## config.mk

```make
export PLATFORM = sky130hd
export DESIGN_NAME = rmpc_control
export DESIGN_NICKNAME = d
export VERILOG_FILES = /design/src/rtl/regional_minima_plateau_count_macros.svh /design/src/rtl/rmpc_pkg.sv /design/src/rtl/rmpc_control.sv
export SDC_FILE = /design/constraint.sdc
export NUM_CORES = 1
export LEC_CHECK = 0
export ABC_AREA = 1
export BUFFER_PORTS_ARGS = -buffer_cell sky130_fd_sc_hd__buf_2
export CAP_MARGIN = 0
export CORE_AREA = 4 4 41 43
export DETAILED_ROUTE_END_ITERATION = 10
export DIE_AREA = 0 0 45 47
export GPL_TIMING_DRIVEN = 0
export HOLD_SLACK_MARGIN = 0.06
export PLACE_DENSITY = 0.77
export SLEW_MARGIN = 5
export SYNTH_ARGS = -nofsm -noshare
export SYNTH_HDL_FRONTEND = slang
export SYNTH_SLANG_ARGS = --single-unit
```

## constraint.sdc

```tcl
create_clock -name clock -period 3.41 [get_ports clock]
set_input_delay 0.682 -clock clock [delete_from_list [all_inputs] [get_ports clock]]
set_output_delay 0.682 -clock clock [all_outputs]
set_load 0.02 [all_outputs]
```

## src/rtl/regional_minima_plateau_count_macros.svh

```systemverilog
// Assertion macros for the regional minima plateau counter.
`ifndef REGIONAL_MINIMA_PLATEAU_COUNT_MACROS_SVH
`define REGIONAL_MINIMA_PLATEAU_COUNT_MACROS_SVH
`ifndef ASSERT_OFF
`define RMPC_ASSERT(label, clk, rst, prop, msg) \
   label: assert property (@(posedge clk) disable iff (rst) prop) else $error(msg);
`define RMPC_ASSERT_NORST(label, clk, prop, msg) \
   label: assert property (@(posedge clk) prop) else $error(msg);
`else
`define RMPC_ASSERT(label, clk, rst, prop, msg)
`define RMPC_ASSERT_NORST(label, clk, prop, msg)
`endif
`endif

```

## src/rtl/rmpc_pkg.sv

```systemverilog
package rmpc_pkg;
   localparam int DEF_MAX_ROWS = 64;
   localparam int DEF_MAX_COLS = 64;
   localparam int DEF_HEIGHT_BITS = 14;
   localparam int DIM_BITS = 7;
   localparam int REG_ROW_COUNT = 0;
   localparam int REG_COL_COUNT = 1;

   typedef enum logic [3:0] {
      OP_NONE,
      OP_LOAD,
      OP_CLEAR,
      OP_SCAN_RD,
      OP_SEED,
      OP_POP,
      OP_HREAD,
      OP_NB_RD,
      OP_NB_CHK,
      OP_COUNT,
      OP_NEXT,
      OP_FINISH
   } op_type;

   typedef struct packed {
      op_type  op;
      logic [1:0] nb;
   } cmd_type;

   typedef struct packed {
      logic clear_done;
      logic scan_visited;
      logic scan_done;
      logic stack_empty;
      logic nb_exists;
   } status_type;
endpackage

```

## src/rtl/rmpc_control.sv

```systemverilog
module rmpc_control (
   input  logic clock,
   input  logic reset,
   input  logic req_valid,
   input  logic req_last_cell,
   input  logic rsp_stall,
   input  rmpc_pkg::status_type status,
   output rmpc_pkg::cmd_type cmd,
   output logic req_stall,
   output logic rsp_valid,
   output logic count_latch
);
   import rmpc_pkg::*;
   typedef enum logic [3:0] {
      S_LOAD, S_CLEAR, S_SCAN, S_SCAN_CHK, S_POP, S_HREAD, S_NBRD, S_NBCHK,
      S_COUNT, S_NEXT, S_OUT
   } state_type;
   state_type state_ff;
   logic [1:0] nb_ff;
   logic rsp_valid_ff;

   always_comb begin
      cmd.op = OP_NONE;
      cmd.nb = nb_ff;
      unique case (state_ff)
         S_LOAD: cmd.op = req_valid ? OP_LOAD : OP_NONE;
         S_CLEAR: cmd.op = OP_CLEAR;
         S_SCAN: cmd.op = status.scan_done ? OP_NONE : OP_SCAN_RD;
         S_SCAN_CHK: cmd.op = status.scan_visited ? OP_NEXT : OP_SEED;
         S_POP: cmd.op = status.stack_empty ? OP_COUNT : OP_POP;
         S_HREAD: cmd.op = OP_HREAD;
         S_NBRD: cmd.op = status.nb_exists ? OP_NB_RD : OP_NONE;
         S_NBCHK: cmd.op = OP_NB_CHK;
         S_COUNT: cmd.op = OP_NEXT;
         S_OUT: cmd.op = rsp_valid_ff ? OP_NONE : OP_FINISH;
         default: cmd.op = OP_NONE;
      endcase
   end

   assign req_stall = state_ff != S_LOAD;
   assign rsp_valid = rsp_valid_ff;
   assign count_latch = state_ff == S_OUT && !rsp_valid_ff;

   always_ff @(posedge clock) begin
      if (reset) begin
         state_ff <= S_LOAD;
         nb_ff <= '0;
         rsp_valid_ff <= 1'b0;
      end else begin
         if (rsp_valid_ff && !rsp_stall) rsp_valid_ff <= 1'b0;
         unique case (state_ff)
            S_LOAD: if (req_valid && req_last_cell) state_ff <= S_CLEAR;
            S_CLEAR: if (status.clear_done) state_ff <= S_SCAN;
            S_SCAN: state_ff <= status.scan_done ? S_OUT : S_SCAN_CHK;
            S_SCAN_CHK: state_ff <= status.scan_visited ? S_SCAN : S_POP;
            S_POP: begin
               nb_ff <= '0;
               state_ff <= status.stack_empty ? S_COUNT : S_HREAD;
            end
            S_HREAD: state_ff <= S_NBRD;
            S_NBRD: state_ff <= status.nb_exists ? S_NBCHK : (nb_ff == 2'd3 ? S_POP : S_NBRD);
            S_NBCHK: begin
               nb_ff <= nb_ff + 2'd1;
               state_ff <= nb_ff == 2'd3 ? S_POP : S_NBRD;
            end
            S_COUNT: state_ff <= S_SCAN;
            S_OUT: if (!rsp_valid_ff) begin
               rsp_valid_ff <= 1'b1;
               state_ff <= S_LOAD;
            end
            default: state_ff <= S_LOAD;
         endcase
         if (state_ff == S_NBRD && !status.nb_exists) nb_ff <= nb_ff + 2'd1;
      end
   end
endmodule

```

==> results of run 1 <==
[cell usage after synthesis, drive strengths merged]
| master | instances | area (µm²) |
|---|---|---|
| a211oi | 1 | 12.5 |
| a21oi | 4 | 20.0 |
| and3 | 1 | 6.26 |
| dfxtp | 7 | 140 |
| ha | 1 | 12.5 |
| inv | 18 | 67.6 |
| nand2 | 18 | 72.6 |
| nand3 | 11 | 55.1 |
| nand3b | 1 | 7.51 |
| nand4 | 2 | 12.5 |
| nor2 | 14 | 65.1 |
| o21ai | 8 | 40.0 |
[metal layers]
layer  wire length [µm]  GRT usage [%]  vias up
li1                   -              -      317
met1                549           16.2      266
met2                550           20.1       30
met3                115           2.68        2
met4                  4           1.75        0
met5                  0              0        -
[metrics by stage]
stage | area, µm² | setup slack, ns | cells
2_1_floorplan | 512 | 1.48 | 86
3_3_place_gp | 621 | 1.37 | 119
3_5_place_dp | 621 | 1.39 | 119
4_1_cts | 648 | 1.20 | 123
5_1_grt | 648 | 1.03 | 123
6_report | 648 | 1.20 | 123
[registers in the layout, indices dropped and copies added (netlist names)]
name and flops:
rsp_valid 1, nb_ff 2, state_ff 4
[power groups by stage]
stage	Sequential [µW]	Combinational [µW]	Clock, µW
5_1_grt	94.5	101	82.8
3_3_place_gp	95.8	89.9	0
3_5_place_dp	95.3	90.1	0
4_1_cts	93.5	90.5	76.1
6_report	93.8	91.5	72.8
2_1_floorplan	94.1	64.1	0
[final timing paths]
path	start	endpoint
worst max-delay path	state_ff[1]	cmd[4]
worst min-delay path	nb_ff[1]	nb_ff[1]
worst max register to register	state_ff[1]	state_ff[3]
worst min register to register	nb_ff[1]	nb_ff[1]
[logic make-up after synthesis]
family	count (synthesis)	share of synthesized area (%)
and+or+nand+nor	47	42.8
buffers and inverters	18	13.2
AOI/OAI and AO/OA	13	14.2
DFF	7	27.4
adders and majority gates	1	2.44
[worst min-delay path, delay by kind of cell (launching register included)]
kind             cells  cell delay, ns
AO/OA/AOI/OAI        1            0.05
AND/OR/NAND/NOR      1            0.06
flip-flops           1            0.32
[cell type report]
class,count,area [µm²]
Fill cell,149,653
Multi-Input combinational cell,61,304
Sequential cell,7,140
Timing Repair Buffer,18,90.1
Inverter,18,67.6
Clock buffer,3,22.5
Tap cell,15,18.8
Clock inverter,1,5.00
==> impl_metrics.yaml, run 1 <==
status:
  status: "finished clean"
place:
  gp_routability_congestion: 0.896
  dp_hpwl_um: 1060
  io_buffers: 18
logic_synthesis:
  syn_avg_cell_area_um2: 5.95
  synth_nets: 97
  synthesis.area_um2: 512
  yosys_warnings: 0
  synth_cell_type_count: 17
  ys_seq_area_share_pct: 27.4
  netlist_instances: 86
  ys_ff_latch: 7
floorplan:
  die_h_um: 47
  start_util_pct: 39.3
  die_w_um: 45
  row_count: 13
  die_area_um2: 2120
  io_pins: 19
  core_area_um2: 1300
power:
  power_uw: 258
  vdd_drop_max_v: 0.000300
  cellLeakagePower_uw: 0.000358
  seqPwrFrac_pct: 36.3
  clkPwrFrac_pct: 28.2
  pwr-share-comb_pct: 35.4
  internal_power_uw: 161
  p_sw_share_pct: 37.5
  p_switching_uw: 96.7
  powerDensity_nw_per_um2: 398
setup_path:
  crit_family: "simple AND/OR/NAND/NOR gates"
  slowest_stage: "dfxtp_1"
  crit_type: "reg2out"
  cp_max_fo: 6
  cp_num_cells: 5
  ff2ff_setup_slack_ns: 2.12
  start_kind: "flip-flop"
  path_cells: "nor2_1, nand2_1, o21ai_0, nand3b_1, buf_2"
  crit_buf_inv: 1
  endpoint_kind: "primary output"
  ff2ff_path_depth: 7
  arrival_ns: 1.53
  critPathMaxStageDelay_ns: 0.37
  cp.required_ns: 2.73
timing:
  slew_headroom_pct: 77.9
  report.final.hold_viol_count: 0
  finalClockSkew_ns: 0.00471
  fin_crit_ns: 2.21
  tightest_slew_ns: 0.331
  finalSetupViolCount: 0
  slew_violations: 0
  fmax_ghz: 0.452
  fin_hold_ws_ns: 0.483
  rsz0062_at_grt: "false"
  post-route-period-util_pct: 64.9
  fin_setup_tns_ns: 0
route:
  ant_nets: 0
  drt_iter0_drc: 36
  wl_per_cell_um: 9.91
  wl_um: 1220
  vias_per_cell: 5.00
  vias: 615
  drt-pass1-iter-count: 4
  drc: 0
grt:
  antenna_found_initial: 0
  grt_pass1_wl_um: 1910
  grtUsageTotal_pct: 12.0
  grt_max_degree: 7
  grt_remaining_overflow: 0
  grt_pass1_vias: 473
worst_hold_path:
  hp-class: "reg2reg"
  hold_depth: 2
clocking:
  clock_path_buffers: 2
  cts_made_buffers: 3
  insertion_delay_ns: 0.25
  ctsHtreeMaxLevel: 1
  postCtsSetupBuffers: 0
  hold_buffers: 0
  cts_resized: 0
  clkSinkCount: 7
  cts-root-buf: "clkbuf_4"
  tritoncts: "yes"
  clk_pin_slew_worst_paths_ns: 0.06
layout:
  final_common_cell: "buf_2"
  syn_to_final_growth_pct: 26.7
  layout.nets: 120
  final_core_util_pct: 49.8
  drive_gt1_share_pct: 28.7
  final_cell_mix: "buf_2, nand2_1, inv_1, nor2_1, nand3_1"
  antenna_cells: 0
run:
  drv_cap: 0
No activity file was read; power rests on OpenSTA's default activity.
==> inputs of run 2 (changes only) <==
Clock period 3.41 ns to 2.1 ns, I/O delays scaled along.
==> run 2 against run 1 <==
Cell count stayed put; non-clock buffer count stayed put; clock-buffer cell count stayed put; largest cell class unchanged; via count is 0.33% lower; largest power group unchanged; power is 62% higher; critical endpoint is now cmd[5]; setup slack worse by 0.99 ns; sequential power is 63% higher; critical path type unchanged; first-iteration DRC count stayed put; utilization stayed put; clock power is 62% higher; hold slack worse by 0.093 ns; global-route usage stayed put.
==> impl_metrics.yaml, run 2 (same netlist as run 1, synthesis figures left out) <==
status:
  status: "finished clean"
floorplan:
  die_w_um: 45
  row_count: 13
  core_area_um2: 1300
  start_util_pct: 39.3
  die_h_um: 47
  die_area_um2: 2120
  io_pins: 19
clocking:
  tritoncts: "yes"
  cts_made_buffers: 3
  clock_path_buffers: 2
  clkSinkCount: 7
  cts-root-buf: "clkbuf_4"
  clk_pin_slew_worst_paths_ns: 0.06
  insertion_delay_ns: 0.25
  ctsHtreeMaxLevel: 1
  hold_buffers: 0
grt:
  grt_pass1_vias: 473
  antenna_found_initial: 0
  grt_remaining_overflow: 0
  grt_pass1_wl_um: 1910
  grtUsageTotal_pct: 12.0
  grt_max_degree: 7
power:
  clkPwrFrac_pct: 28.2
  p_sw_share_pct: 37.5
  power_uw: 419
  powerDensity_nw_per_um2: 647
  seqPwrFrac_pct: 36.4
  cellLeakagePower_uw: 0.000358
  internal_power_uw: 262
  p_switching_uw: 157
  pwr-share-comb_pct: 35.4
  vdd_drop_max_v: 0.000487
place:
  gp_routability_congestion: 0.896
  dp_hpwl_um: 1060
  io_buffers: 18
timing:
  tightest_slew_ns: 0.339
  slew_headroom_pct: 77.3
  fin_crit_ns: 1.89
  finalClockSkew_ns: 0.00471
  fin_setup_tns_ns: 0
  slew_violations: 0
  fmax_ghz: 0.528
  post-route-period-util_pct: 90.2
  report.final.hold_viol_count: 0
  finalSetupViolCount: 0
  rsz0062_at_grt: "false"
setup_path:
  cp.required_ns: 1.68
  ff2ff_path_depth: 7
  start_kind: "flip-flop"
  endpoint_kind: "primary output"
  cp_max_fo: 5
  crit_type: "reg2out"
  arrival_ns: 1.47
  worstReg2RegEnd: "state_ff[3]"
  timing.rr.start: "state_ff[1]"
  ff2ff_setup_slack_ns: 0.80
layout:
  drive_gt1_share_pct: 28.7
  top_register: "state_ff"
  final_core_util_pct: 49.8
  final_common_cell: "buf_2"
  fillers: 149
  antenna_cells: 0
  largest_reg_flops: 4
  syn_to_final_growth_pct: 26.7
  final_cell_mix: "buf_2, nand2_1, inv_1, nor2_1, nand3_1"
  layout.nets: 120
worst_hold_path:
  hold_depth: 2
  min-delay-start: "reset"
  hp-class: "in2reg"
  hold_path_end: "state_ff[0]"
route:
  drc: 0
  drt-pass1-iter-count: 4
  vias_per_cell: 4.98
  vias: 613
  wl_per_cell_um: 9.91
  drt_iter0_drc: 36
  wl_um: 1220
  ant_nets: 0
run:
  drv_cap: 0
[run 2: worst max-delay path: stages, from the launching register on]
cell,delay (ns)
dfxtp_1,0.36
nor2_1,0.30
nand3_1,0.15
and3_1,0.20
nand3_1,0.06
buf_2,0.16
[run 2: worst max path at each step]
| stage | from | end | depth (start not counted) |
|---|---|---|---|
| 3_3_place_gp | state_ff[1] | cmd[4] | 5 |
| 5_1_grt | state_ff[1] | cmd[3] | 7 |
| 6_report | state_ff[3] | cmd[5] | 5 |
| 4_1_cts | state_ff[1] | cmd[4] | 5 |
| 3_5_place_dp | state_ff[1] | cmd[4] | 5 |
| 2_1_floorplan | state_ff[2] | cmd[3] | 6 |
[run 2: final cells by class]
type / instances / area (µm²) / share of cell area, %
Clock buffer: 3 / 22.5 / 3.47
Clock inverter: 1 / 5.00 / 0.772
Inverter: 18 / 67.6 / 10.4
Multi-Input combinational cell: 61 / 304 / 46.9
Sequential cell: 7 / 140 / 21.6
Tap cell: 15 / 18.8 / 2.90
Timing Repair Buffer: 18 / 90.1 / 13.9
[run 2: power groups by stage]
stage          registers (µW)  clock network [µW]  logic [µW]
2_1_floorplan             153                   0         104
3_3_place_gp              156                   0         146
3_5_place_dp              155                   0         146
4_1_cts                   152                 124         147
5_1_grt                   153                 135         164
6_report                  153                 118         148
[run 2: repair_timing]
item                                    CTS  global route
buffers inserted                          0             0
endpoints found under the setup margin    0             1
resized for setup                         0             1
[run 2: metal layers]
metal	global-route usage (%)	up-vias	share of wire [%]
met5	0	-	0
met4	1.75	0	0.33
met3	2.68	2	8.4
met2	20.1	24	46
met1	16.2	270	45
li1	-	317	-
[run 2: through the flow]
| step | hold WS (ns) | cell area [µm²] | instances | worst slack, ns |
|---|---|---|---|---|
| final | 0.390 | 648 | 123 | 0.206 |
| after global routing | 0.412 | 648 | 123 | 0.0290 |
| after CTS | 0.384 | 648 | 123 | 0.155 |
| after detailed placement | 0.483 | 621 | 119 | 0.420 |
| after global placement | 0.466 | 621 | 119 | 0.381 |
| after floorplan | 0.489 | 512 | 86 | 0.432 |
==> inputs of run 3 (changes only) <==
Settings changed: ABC_AREA 1 to not set, CORE_AREA 4 4 41 43 to not set, CORE_MARGIN set to 4, CORE_UTILIZATION set to 41, DIE_AREA 0 0 45 47 to not set, PLACE_DENSITY 0.77 to 0.79.
==> run 3 against run 2 <==
Non-clock buffer count grew 6; synthesized area is 16% higher; critical endpoint is now cmd[3]; first-iteration DRC count decreased by 39%; clock power about the same; sequential power barely moved; clock skew barely moved; clock-buffer cell count increased by 1.
==> impl_metrics.yaml, run 3 <==
setup_path:
  start_kind: "flip-flop"
  cp_max_fo: 10
  endpoint_kind: "primary output"
  crit_type: "reg2out"
  ff2ff_path_depth: 5
  cp.required_ns: 1.68
  arrival_ns: 1.56
logic_synthesis:
  synthTopCellsByCount: "a21oi_1, nor2_1, dfxtp_1"
  synth_nets: 90
  synthFlopType: "dfxtp_1"
  ys_ff_latch: 7
  ys_seq_area_share_pct: 23.6
  synthesis.area_um2: 594
  yosys-top-cells-area: "dfxtp_1, a21oi_1, mux2i_1"
  yosys_warnings: 0
  synth_top_area_share_pct: 23.6
  synth.largest_area_cell: "dfxtp_1"
  synth-edff-count: 0
  ys_async_sr_fraction_pct: 0
  netlist_instances: 79
  syn_avg_cell_area_um2: 7.52
  synth_cell_type_count: 34
clocking:
  hold_buffers: 0
  clkSinkCount: 7
  tritoncts: "yes"
  postCtsSetupBuffers: 0
  insertion_delay_ns: 0.25
  cts_made_buffers: 3
  clk_pin_slew_worst_paths_ns: 0.05
  clock_path_buffers: 2
  ctsHtreeMaxLevel: 1
  cts-root-buf: "clkbuf_4"
grt:
  antenna_found_initial: 0
  grtUsageTotal_pct: 16.5
  grt_remaining_overflow: 0
  grt_pass1_vias: 630
  grt_pass1_wl_um: 2570
  grt_max_degree: 11
layout:
  final_cell_mix: "buf_2, nor2_1, a21oi_1, nor3_1"
  top_register: "state_ff"
  antenna_cells: 0
  drive_gt1_share_pct: 35.3
  syn_to_final_growth_pct: 26.3
  fillers: 142
  final_common_cell: "buf_2"
  multiInputGateArea_um2: 420
  regArea_um2: 144
  largest_reg_flops: 4
  final_core_util_pct: 56.3
  layout.nets: 114
place:
  io_buffers: 18
  dp_hpwl_um: 1170
  gp_routability_congestion: 0.916
route:
  drt-pass1-iter-count: 4
  wl_um: 1610
  ant_nets: 0
  wl_per_cell_um: 13.7
  drc: 0
  vias_per_cell: 6.05
  vias: 708
  drt_iter0_drc: 22
floorplan:
  core_area_um2: 1330
  row_count: 13
  io_pins: 19
  die_w_um: 46.1
  start_util_pct: 44.6
  die_area_um2: 2120
  die_h_um: 46.1
worst_hold_path:
  hold_depth: 3
  hp-class: "in2reg"
power:
  power_uw: 465
  cellLeakagePower_uw: 0.000329
  vdd_drop_max_v: 0.000329
  powerDensity_nw_per_um2: 620
timing:
  finalSetupViolCount: 0
  rsz0062_at_grt: "false"
  finalClockSkew_ns: 0.00499
  post-route-period-util_pct: 94.5
  fin_setup_tns_ns: 0
  tightest_slew_ns: 0.382
  slew_headroom_pct: 73.9
  fin_crit_ns: 1.98
  report.final.hold_viol_count: 0
  slew_violations: 0
  fmax_ghz: 0.504
run:
  drv_cap: 0
status:
  status: "finished clean"
==> run 3: changes by cell type in the layout (fill, tap and decap cells not counted), moves of 4 or more <==
cell / before / now
inv_1: 15 / 3
nand2_1: 16 / 2
nand2b_1: 0 / 4
nand3_1: 11 / 1
nor3_1: 0 / 6
==> run 3: worst paths after layout <==
kind	start	end	slack, ns
worst max-delay path	state_ff[3]	cmd[3]	0.12
worst min-delay path	rsp_stall	rsp_valid	0.40
worst max register to register	state_ff[1]	state_ff[1]	0.60
worst min register to register	nb_ff[1]	nb_ff[1]	0.53
==> run 3: final cells by class <==
type                            instances  share of cell area, %
Sequential cell                         7                   19.2
Multi-Input combinational cell         63                   56.0
Tap cell                               15                   2.50
Timing Repair Buffer                   19                   12.7
Buffer                                  5                   4.17
Clock buffer                            4                   3.50
Inverter                                4                   2.00
==> run 3: power breakdown <==
group          internal, µW  switching (µW)
registers               142            13.2
logic                  83.9             106
clock network          72.3            47.4
==> run 3: stage by stage <==
step	instance area (µm²)	std cells	hold WS [ns]	setup slack, ns
floorplan	594	79	0.489	0.373
global placement	703	112	0.511	0.221
detailed placement	703	112	0.524	0.179
CTS	737	116	0.394	0.0143
global route	751	117	0.445	0.0200
finish	751	117	0.400	0.116
==> run 3: critical path, cell delays in order (launching register included) <==
cell	delay, ns
dfxtp_1	0.51
buf_2	0.29
nor2_1	0.06
or3_1	0.30
buf_2	0.16
==> run 3: logic make-up (layout without fill, tap and decap cells) <==
group	count (synthesis)	count (layout)	share of synthesized area, %
buf+inv	9	32	7.16
flops	7	7	23.6
mux	3	3	5.05
fa+ha+maj	1	1	2.10
simple gates	33	33	33.5
compound gates	26	26	28.6
==> run 3: timing repair <==
action	CTS	global route
gates resized for setup	3	7
pin swaps	0	1
gates cloned	0	1
endpoints found under the setup margin	3	3
==> run 3: per-layer routing <==
layer	share of wire (%)	vias up	global-route usage [%]	wire length [µm]
met2	45	42	26.1	725
met1	41	313	20.8	665
met5	0	-	0	0
li1	-	349	-	-
met4	1.7	0	6.25	28
met3	12	4	5.08	188
